### src/hdl/rfv_pkg.sv
`timescale 1ns / 1ps
// ----------------------------------------------------------------------------
// rfv_pkg: shared types and constants of the RTCM3 frame validator
// Holds the item and result records, sequencer states and the CRC-24Q step.
// ----------------------------------------------------------------------------
package rfv_pkg;

    localparam int DEFAULT_DEPTH  = 4096;
    localparam logic [7:0]  PREAMBLE = 8'hD3;
    localparam logic [24:0] CRC_POLY = 25'h1864CFB;
    localparam logic [7:0]  LEN_HI_MASK = 8'h03;
    localparam int MIN_SCAN       = 6;
    localparam int MIN_HEADER     = 3;
    localparam int FRAME_OVERHEAD = 6;
    localparam int HEADER_BYTES   = 3;

    typedef enum logic {
        OP_PUSH = 1'b0,
        OP_PULL = 1'b1
    } t_op;

    typedef struct packed {
        t_op        op;
        logic [7:0] data;
    } t_item;

    typedef struct packed {
        logic        valid;
        logic [7:0]  data;
        logic        first;
        logic        last;
        logic [31:0] dropped;
        logic        overflow;
        logic [15:0] crc_errors;
        logic [23:0] last_expected;
        logic [23:0] last_actual;
    } t_result;

    typedef enum logic [4:0] {
        ST_IDLE,
        ST_PULL_RD,
        ST_PULL_OUT,
        ST_PUSH,
        ST_LAST_RD,
        ST_LAST_CK,
        ST_OVF_NOPRE,
        ST_OVF_CHK,
        ST_WRITE,
        ST_SCAN_TOP,
        ST_FIND_RD,
        ST_FIND_CK,
        ST_LEN_CHK,
        ST_LEN_RD1,
        ST_LEN_RD2,
        ST_LEN_CK,
        ST_CRC_RD,
        ST_CRC_CK,
        ST_EXP_RD,
        ST_EXP_CK,
        ST_CRC_CMP,
        ST_MARK,
        ST_DROP_CHK,
        ST_DROP_RD,
        ST_DROP_WR,
        ST_DROP_END,
        ST_RESULT
    } t_state;

    // CRC-24Q update by one byte, MSB first.
    function automatic logic [23:0] crc24q_byte(input logic [23:0] crc,
                                                input logic [7:0] b);
        logic [23:0] c;
        logic        top;
        c = crc ^ {b, 16'h0000};
        for (int n = 0; n < 8; n++) begin
            top = c[23];
            c = {c[22:0], 1'b0};
            if (top) begin
                c = c ^ CRC_POLY[23:0];
            end
        end
        return c;
    endfunction

endpackage

### src/hdl/rfv_front.sv
`timescale 1ns / 1ps
// ----------------------------------------------------------------------------
// rfv_front: request intake
// Accepts push and pull requests into a two-entry queue for the engine.
// ----------------------------------------------------------------------------
module rfv_front import rfv_pkg::*; (
    input  logic       i_clk,
    input  logic       i_rst_n,
    input  logic       i_valid,
    output logic       o_ready,
    input  logic       i_op,
    input  logic [7:0] i_data,
    output logic       o_item_valid,
    output t_item      o_item,
    input  logic       i_pop
);

    t_item      r_mem [2];
    logic       r_wr;
    logic       r_rd;
    logic [1:0] r_cnt;
    logic       w_push;
    logic       w_pop;
    t_item      w_item;

    assign o_ready      = (r_cnt != 2'd2);
    assign w_push       = i_valid && o_ready;
    assign w_pop        = i_pop && (r_cnt != 2'd0);
    assign o_item_valid = (r_cnt != 2'd0);
    assign o_item       = r_mem[r_rd];

    // Classify the request; a pull carries no byte.
    always_comb begin
        w_item.op   = i_op ? OP_PULL : OP_PUSH;
        w_item.data = i_op ? 8'h00 : i_data;
    end

    always_ff @(posedge i_clk) begin
        if (!i_rst_n) begin
            r_wr  <= 1'b0;
            r_rd  <= 1'b0;
            r_cnt <= 2'd0;
        end else begin
            if (w_push) begin
                r_mem[r_wr] <= w_item;
                r_wr        <= ~r_wr;
            end
            if (w_pop) begin
                r_rd <= ~r_rd;
            end
            r_cnt <= r_cnt + {1'b0, w_push} - {1'b0, w_pop};
        end
    end

endmodule

### config.mk
export PLATFORM = sky130hd
export DESIGN_NAME = rfv_front
export DESIGN_NICKNAME = d
export VERILOG_FILES = /design/src/hdl/rfv_pkg.sv /design/src/hdl/rfv_front.sv
export SDC_FILE = /design/constraint.sdc
export NUM_CORES = 1
export LEC_CHECK = 0
export BUFFER_PORTS_ARGS = -buffer_cell sky130_fd_sc_hd__buf_2
export CAP_MARGIN = 5
export CORE_MARGIN = 10
export CORE_UTILIZATION = 50
export DETAILED_ROUTE_END_ITERATION = 10
export MAX_ROUTING_LAYER = met4
export PLACE_DENSITY_LB_ADDON = 0.08
export SYNTH_ARGS = -nofsm -noshare
export SYNTH_HDL_FRONTEND = slang
export SYNTH_SLANG_ARGS = --single-unit
### constraint.sdc
create_clock -name i_clk -period 1.7 [get_ports i_clk]
set_input_delay 0.17 -clock i_clk [delete_from_list [all_inputs] [get_ports i_clk]]
set_output_delay 0.17 -clock i_clk [all_outputs]
set_load 0.02 [all_outputs]
==> results of run 1 <==
==> critical path, cell delays in order, from the launching register on <==
cell and delay, ns:
dfxtp_2 0.36, nand2b_4 0.13, and2_4 0.14, inv_1 0.04, ha_1 0.26, inv_1 0.04
ha_2 0.16, xnor2_1 0.13, xnor2_1 0.12, and2_1 0.15
==> final timing paths <==
check / start / cells past startpoint / end
worst max-delay path: r_cnt[0] / 9 / r_cnt[1]
worst max register to register: r_cnt[0] / 9 / r_cnt[1]
worst min register to register: r_wr / 1 / r_wr
worst min-delay path: i_rst_n / 2 / r_cnt[0]
==> routing by layer <==
metal  share of wire  wire (um)  up-vias
met3           0.046         73        2
met4          0.0076         12        0
met2            0.49        783       13
li1                -          -      269
met5               0          0        -
met1            0.45        712      251
==> timing repair <==
action                                  4_1_cts  5_1_grt
buffers inserted                              0        1
endpoints found under the setup margin        1        1
hold endpoints to repair                      0        0
gates resized for setup                       1        3
==> cell families (layout without fill, tap and decap cells) <==
kind of cell,Yosys count,in the layout
AND/OR/NAND/NOR,19,19
XOR/XNOR,3,3
AO/OA/AOI/OAI,2,2
multiplexers,9,9
buffers and inverters,3,31
flip-flops,23,23
adder cells (fa/ha/maj),2,2
==> per-stage QoR <==
| stage | hold slack, ns | std cells | util |
|---|---|---|---|
| after CTS | 0.1492 | 113 | 0.6387 |
| after detailed placement | 0.4711 | 109 | 0.6229 |
| after floorplan | 0.2689 | 61 | - |
| final | 0.1611 | 114 | 0.6480 |
| after global placement | 0.4647 | 109 | 0.6229 |
| after global routing | 0.1598 | 114 | 0.6480 |
==> cell type report <==
class,instances,area share
clock buffer,4,0.02323
tap,25,0.02765
sequential,23,0.5686
timing repair buffer,25,0.1150
multi-input combinational,35,0.2589
inverter,2,0.006637
==> placed cells by master, fill, tap and decap left out <==
cell type   n
nand2b_4    1
o21a_2      1
o22ai_1     1
and3_1      1
dfxtp_1     3
buf_4       2
ha_1        1
nor2b_1    10
and2_4      1
ha_2        1
nand3_1     1
or2_2       1
clkbuf_4    3
mux2_2      9
nand2_1     1
edfxtp_1   18
dfxtp_2     2
and2_1      2
nor2_1      1
clkbuf_1    1
buf_2      23
inv_1       2
xnor2_1     3
==> flip-flops by register name (all words and copies together), names as in the netlist, named ones only <==
signal / cells
r_wr: 1
r_cnt: 2
r_mem: 18
r_rd: 1
==> report_power, final <==
part           internal (mW)  total [mW]  leakage (nW)  switching, mW
clock network         0.0913       0.235        0.0150          0.144
registers              0.689       0.753         0.210         0.0642
logic                  0.249       0.489         0.221          0.240
total                   1.03        1.48         0.446          0.448
==> results.tsv, run 1 <==
metric	value	unit
outcome	complete, no violations	
# rows	15	
number of DRC markers in iteration 0	10	
Slew HR	0.7076	
mapped cell area	935.9	um^2
die height	63.27	um
Synth Warn #	0	
Hold/Removal Path Class	in -> reg	
Mapped Cells	61	
setup violators final	0	
DP Wirelength	1.131	mm
Die ar.	4002	um^2
post-synth net total	76	
Yosys top cell area share	0.5775	
Vias/cell	4.693	
Post-Route WL	1.583	mm
fin crit share	0.9535	
max-cap viol count	0	
final hold vios	0	
Sum Neg Setup Slack	0	ns
Inserted Diodes	0	
sequential fraction of the synthesis area	0.6845	
busiest grt layer	met2	
Synth top cells by count	edfxtp_1, nor2b_1, mux2_2, dfxtp_1, xnor2_1	
pin count of the biggest net entering global routing	13	
area leader, netlist	edfxtp_1	
initial core utilization	0.5362	
fmax	0.6169	GHz
Area Overhead vs Synth	20.86	%
Slew @ Worst Pin	0.4386	ns
DP Area	1087	um^2
Max VDD drop	999.4	uV
Final Critical Period	1.621	ns
CTS sink cnt	23	
post-synthesis mux area share	0.1083	
routed vias	535	
drc violations	0	
crit end category	flip-flop	
Worst-Skew Late Latency	0.30	ns
critical path launch point type	flip-flop	
max-slew violation count	0	
pre-CTS setup slack	0.001462	ns
total chip power	1.477	mW
Port Buf Inserts	23	
largest cells by area after synthesis	edfxtp_1, mux2_2, dfxtp_1	
detailed-route wire length per cell	13.89	um
Final nets	105	
clock-pin transition on the worst setup and hold timing paths	0.11	ns
H-tree levels	1	
layout cells sized above 1	0.4944	
compound-gate portion of the synthesized area	0.01604	
GP Congestion	0.7246	
WP data arrival	1.82	ns
CTS tree	yes	
#FFs+latches synth	23	
M2 GR Usage	0.1358	
final worst setup slack	0.07912	ns
combinational family with the most area after synthesis	simple AND/OR/NAND/NOR gates	
first-pass GRT wire length	2.649	mm
Layout fillers	148	
mean post-synth cell area	15.34	um^2
All-Layer GR Usage	0.08464	
Seq. cell area	643.1	um^2
top-count cell post-synth	edfxtp_1	
Reg2Reg Setup Slack	0.08	ns
total CTS buffers	3	
ys flop type	edfxtp_1	
Post-CTS Hold Buffers	0	
Simple-Gate Fraction of Synth Area	0.1230	
floorplan core area	1745	um^2
root buf cell	clkbuf_4	
met1 Usage GRT	0.08836	
Post-Synth Adder-Cell Area	0.02674	
drt first pass iters	2	
Multi-input gate area	292.8	um^2
Async SR Flop Fraction	0	
clk buf depth	2	
CP Class	reg -> reg	
Power Density	1305	nW/um^2
Post-synth EDFFs	18	
die width	63.27	um
antenna viol nets, final	0	
initial antenna violation count	0	
XOR/XNOR share of the synthesized area	0.02807	
vias in the first global route	616	
Worst Path Max Fanout	3	
RSZ-0062 raised after global routing	false	
Leakage	0.4456	nW
IO Pins	24	
final instance area	1131	um^2
GR Overflow Total	0	
CP required	1.90	ns
Netlist cell types	18	
final setup skew	0.005584	ns
M3 GR Usage	0.03004	
Note: power is estimated with default switching activity, not from simulation.
==> run 2, diff against run 1 <==
--- a/config.mk
+++ b/config.mk
@@ -5,10 +5,11 @@
 export SDC_FILE = /design/constraint.sdc
 export NUM_CORES = 1
 export LEC_CHECK = 0
+export ABC_CLOCK_PERIOD_IN_PS = 1700
 export BUFFER_PORTS_ARGS = -buffer_cell sky130_fd_sc_hd__buf_2
 export CAP_MARGIN = 5
 export CORE_MARGIN = 10
-export CORE_UTILIZATION = 50
+export CORE_UTILIZATION = 45
 export DETAILED_ROUTE_END_ITERATION = 10
 export MAX_ROUTING_LAYER = met4
 export PLACE_DENSITY_LB_ADDON = 0.08
==> results.tsv, run 2 (same netlist as run 1, synthesis figures left out) <==
metric	value	unit
initial antenna violation count	0	
routed vias	541	
CP max-delay cell	dfxtp_2	
die height	65.61	um
worst r2r path cells	9	
DP Wirelength	1.146	mm
critical path launch point type	flip-flop	
M2 GR Usage	0.1366	
fmax	0.6249	GHz
max-slew violation count	0	
All-Layer GR Usage	0.07687	
first-pass GRT wire length	2.470	mm
Area Overhead vs Synth	25.40	%
IO Pins	24	
floorplan core area	1962	um^2
vias in the first global route	583	
Slew HR	0.7331	
final worst setup slack	0.09966	ns
delay-heaviest family, CP	simple AND/OR/NAND/NOR gates	
commonest non-fill, non-tap cell in the layout	buf_2	
max-cap viol count	0	
Inserted Diodes	0	
outcome	complete, no violations	
worst hold path startpoint	i_rst_n	
Largest register FFs	18	
final hold vios	0	
total CTS buffers	3	
CTS sink cnt	23	
root buf cell	clkbuf_4	
most frequent cells in the layout	buf_2, edfxtp_1, nor2b_1	
CP Class	reg -> reg	
drt first pass iters	3	
Power Density	1304	nW/um^2
GR Overflow Total	0	
Largest Register	r_mem	
Final nets	106	
Vias/cell	4.624	
fin crit share	0.9414	
pre-CTS setup slack	0.007800	ns
Crit path buffers/inverters	2	
clock-pin transition on the worst setup and hold timing paths	0.11	ns
Worst-Skew Late Latency	0.29	ns
Worst Path Max Fanout	4	
Largest regs	r_mem x18, r_cnt x2	
CTS tree	yes	
drc violations	0	
Reg2Reg Setup Slack	0.1	ns
Leakage	0.4523	nW
hold depth	2	
antenna viol nets, final	0	
crit end category	flip-flop	
Port Buf Inserts	23	
CP required	1.90	ns
met1 Usage GRT	0.06800	
Crit path top cell by count	ha_4	
Final Critical Period	1.600	ns
Max VDD drop	760.4	uV
pin count of the biggest net entering global routing	13	
Die ar.	4304	um^2
CP Cell Sequence	nand2b_4, and2_4, inv_4, ha_4, inv_2, ha_4, xnor2_2, xnor2_1, and2_1	
H-tree levels	1	
Hold Path End	r_cnt[0]	
busiest grt layer	met2	
layout cells sized above 1	0.5444	
Slew @ Worst Pin	0.3998	ns
GP Congestion	0.6121	
clk buf depth	2	
setup violators final	0	
# rows	16	
WP data arrival	1.80	ns
initial core utilization	0.4770	
Hold/Removal Path Class	in -> reg	
capturing point of the worst reg2reg path	r_cnt[1]	
Worst path max stage delay	0.36	ns
source of the worst register-to-register timing path	r_cnt[0]	
die width	65.61	um
Critical path origin	r_cnt[0]	
Sum Neg Setup Slack	0	ns
detailed-route wire length per cell	12.74	um
Post-Route WL	1.491	mm
RSZ-0062 raised after global routing	false	
M3 GR Usage	0.03220	
number of DRC markers in iteration 0	3	
final setup skew	0.001822	ns
## run 2: cell count changes in the layout (fill, tap and decap cells not counted)
cell / before / now
xnor2_2: 0 / 1
xnor2_1: 3 / 2
ha_2: 1 / 0
inv_1: 2 / 0
inv_4: 0 / 1
ha_1: 1 / 0
inv_2: 0 / 1
ha_4: 0 / 2
buf_4: 2 / 3
## run 2: how the worst max path moves through the flow
stage	slack, ns	cells past startpoint	endpoint
floorplan	0.02	9	r_cnt[1]
global placement	0.08	9	r_cnt[1]
detailed placement	0.008	9	r_cnt[1]
CTS	0.02	9	r_cnt[1]
global route	0.006	2	o_item[5]
finish	0.1	9	r_cnt[1]
## run 2: layout make-up
class	count	area [um^2]
multi-input cells	35	322.8
fillers	191	788.3
clock buffers	4	26.28
repair buffers	26	137.6
inverters	2	10.01
flip-flops and latches	23	643.1
well taps	27	33.78
## run 2: routing by layer
metal | vias up | part of all wire
met5 | - | 0
met2 | 12 | 0.57
met3 | 2 | 0.063
li1 | 275 | -
met4 | 0 | 0.0087
met1 | 252 | 0.36
## run 2: power breakdown
group / switching [mW] / internal [mW] / total [mW]
combinational: 0.265 / 0.282 / 0.547
clock: 0.138 / 0.0912 / 0.229
sequential: 0.0650 / 0.688 / 0.753
total: 0.468 / 1.06 / 1.53
## run 2: what timing repair did
action                     CTS  global route
gates resized for setup      1             9
cloned                       0             0
setup buffers                0             1
setup endpoints to repair    1             1
hold buffers                 0             0
pin swaps                    0             6
## run 2: stage by stage
stage               power (mW)  cells  hold slack [ns]  cell area [um^2]    util
global route             1.661    117           0.1373              1174  0.5982
floorplan                1.093     61           0.2689             938.4       -
finish                   1.530    117           0.1531              1174  0.5982
global placement         1.221    112           0.4575              1097  0.5593
detailed placement       1.235    112           0.4636              1097  0.5593
CTS                      1.472    116           0.1427              1125  0.5733
==> run 3, diff against run 2 <==
--- a/config.mk
+++ b/config.mk
@@ -12,7 +12,7 @@
 export CORE_UTILIZATION = 45
 export DETAILED_ROUTE_END_ITERATION = 10
 export MAX_ROUTING_LAYER = met4
-export PLACE_DENSITY_LB_ADDON = 0.08
+export PLACE_DENSITY = 0.7
 export SYNTH_ARGS = -nofsm -noshare
 export SYNTH_HDL_FRONTEND = slang
 export SYNTH_SLANG_ARGS = --single-unit
==> results.tsv, run 3 (same netlist as run 1, synthesis figures left out) <==
metric	value	unit
outcome	complete, no violations	
CTS tree	yes	
Area Overhead vs Synth	21.92	%
vias in the first global route	559	
Die ar.	4304	um^2
commonest non-fill, non-tap cell in the layout	buf_2	
Hold/Removal Path Class	in -> reg	
total chip power	1.484	mW
Post-CTS Hold Buffers	0	
Largest register FFs	18	
CP max-delay cell	dfxtp_2	
critical path launch point type	flip-flop	
final worst setup slack	0.07456	ns
drc violations	0	
initial core utilization	0.4770	
H-tree levels	1	
placed instance count	112	
Final Critical Period	1.625	ns
Final nets	105	
Multi-input gate area	300.3	um^2
worst hold path startpoint	i_rst_n	
All-Layer GR Usage	0.08010	
fmax	0.6152	GHz
Post-Route WL	1.586	mm
Leakage	0.4482	nW
# rows	16	
Crit path top cell by count	inv_1	
die height	65.61	um
Inserted Diodes	0	
final setup skew	0.002454	ns
CP Cell Sequence	nand2b_4, and2_4, inv_1, ha_1, inv_1, ha_2, xnor2_2, xnor2_1, and2_1	
Sum Neg Setup Slack	0	ns
final hold vios	0	
delay-heaviest family, CP	adder cells	
Slew @ Worst Pin	0.4015	ns
Worst path max stage delay	0.37	ns
Max VDD drop	898.7	uV
fin crit share	0.9561	
initial antenna violation count	0	
antenna viol nets, final	0	
pre-CTS setup slack	0.005517	ns
layout cells sized above 1	0.5056	
GR Overflow Total	0	
pin count of the biggest net entering global routing	13	
Largest Register	r_mem	
setup violators final	0	
Seq. cell area	643.1	um^2
root buf cell	clkbuf_4	
max-slew violation count	0	
die width	65.61	um
Slew HR	0.7320	
clock-pin transition on the worst setup and hold timing paths	0.11	ns
Power Density	1301	nW/um^2
Largest regs	r_mem x18, r_cnt x2	
source of the worst register-to-register timing path	r_cnt[0]	
drt first pass iters	2	
Worst Path Max Fanout	4	
WP data arrival	1.83	ns
Worst-Skew Late Latency	0.30	ns
routed vias	530	
most frequent cells in the layout	buf_2, edfxtp_1, nor2b_1	
Layout Cells excl Fill	116	
number of DRC markers in iteration 0	10	
detailed-route wire length per cell	13.67	um
final core occ	0.5816	
Port Buf Inserts	23	
GP Congestion	0.6292	
CP required	1.91	ns
Vias/cell	4.569	
Critical path origin	r_cnt[0]	
Crit path buffers/inverters	2	
floorplan core area	1962	um^2
IO Pins	24	
crit end category	flip-flop	
first-pass GRT wire length	2.559	mm
CTS sink cnt	23	
clk buf depth	2	
max-cap viol count	0	
CP Class	reg -> reg	
total CTS buffers	3	
Layout fillers	187	
==> run 3: changes by cell type in the layout (fill, tap and decap cells not counted) <==
cell / previous run / this run
buf_4: 3 / 2
ha_1: 0 / 1
ha_2: 0 / 1
ha_4: 2 / 0
inv_2: 1 / 0
inv_1: 0 / 2
inv_4: 1 / 0
==> run 3: per-stage QoR <==
step                area [um^2]  hold slack, ns
finish                     1141          0.1533
global route               1141          0.1529
CTS                        1125          0.1445
detailed placement         1097          0.4707
global placement           1097          0.4566
floorplan                 938.4          0.2689
==> run 3: worst paths after layout <==
kind | end | slack, ns | cells after the start
max | r_cnt[1] | 0.07 | 9
min | r_cnt[0] | 0.15 | 2
max reg2reg | r_cnt[1] | 0.07 | 9
min reg2reg | r_wr | 0.51 | 2
==> run 3: repair_timing <==
action	4_1_cts	5_1_grt
setup buffers	0	0
endpoints found under the setup margin	1	1
gates resized for setup	1	4
pin swaps	0	5
==> run 3: per-layer routing <==
layer  vias to the layer above  GRT usage  wire length [um]
met2                        12     0.1256               819
met5                         -          -                 0
met1                       243    0.08500               645
met4                         0    0.04813                13
met3                         2    0.02881               107
li1                        273          -                 -
==> run 3: area by class of cell <==
class / count / area share
Inverter: 2 / 0.006579
Multi-Input combinational cell: 35 / 0.2632
Clock buffer: 4 / 0.02303
Tap cell: 27 / 0.02961
Timing Repair Buffer: 25 / 0.1140
Sequential cell: 23 / 0.5636
==> run 3: power by group <==
part / switching (mW) / internal [mW] / total (mW)
sequential: 0.0686 / 0.689 / 0.757
clock: 0.150 / 0.0914 / 0.241
combinational: 0.236 / 0.250 / 0.486
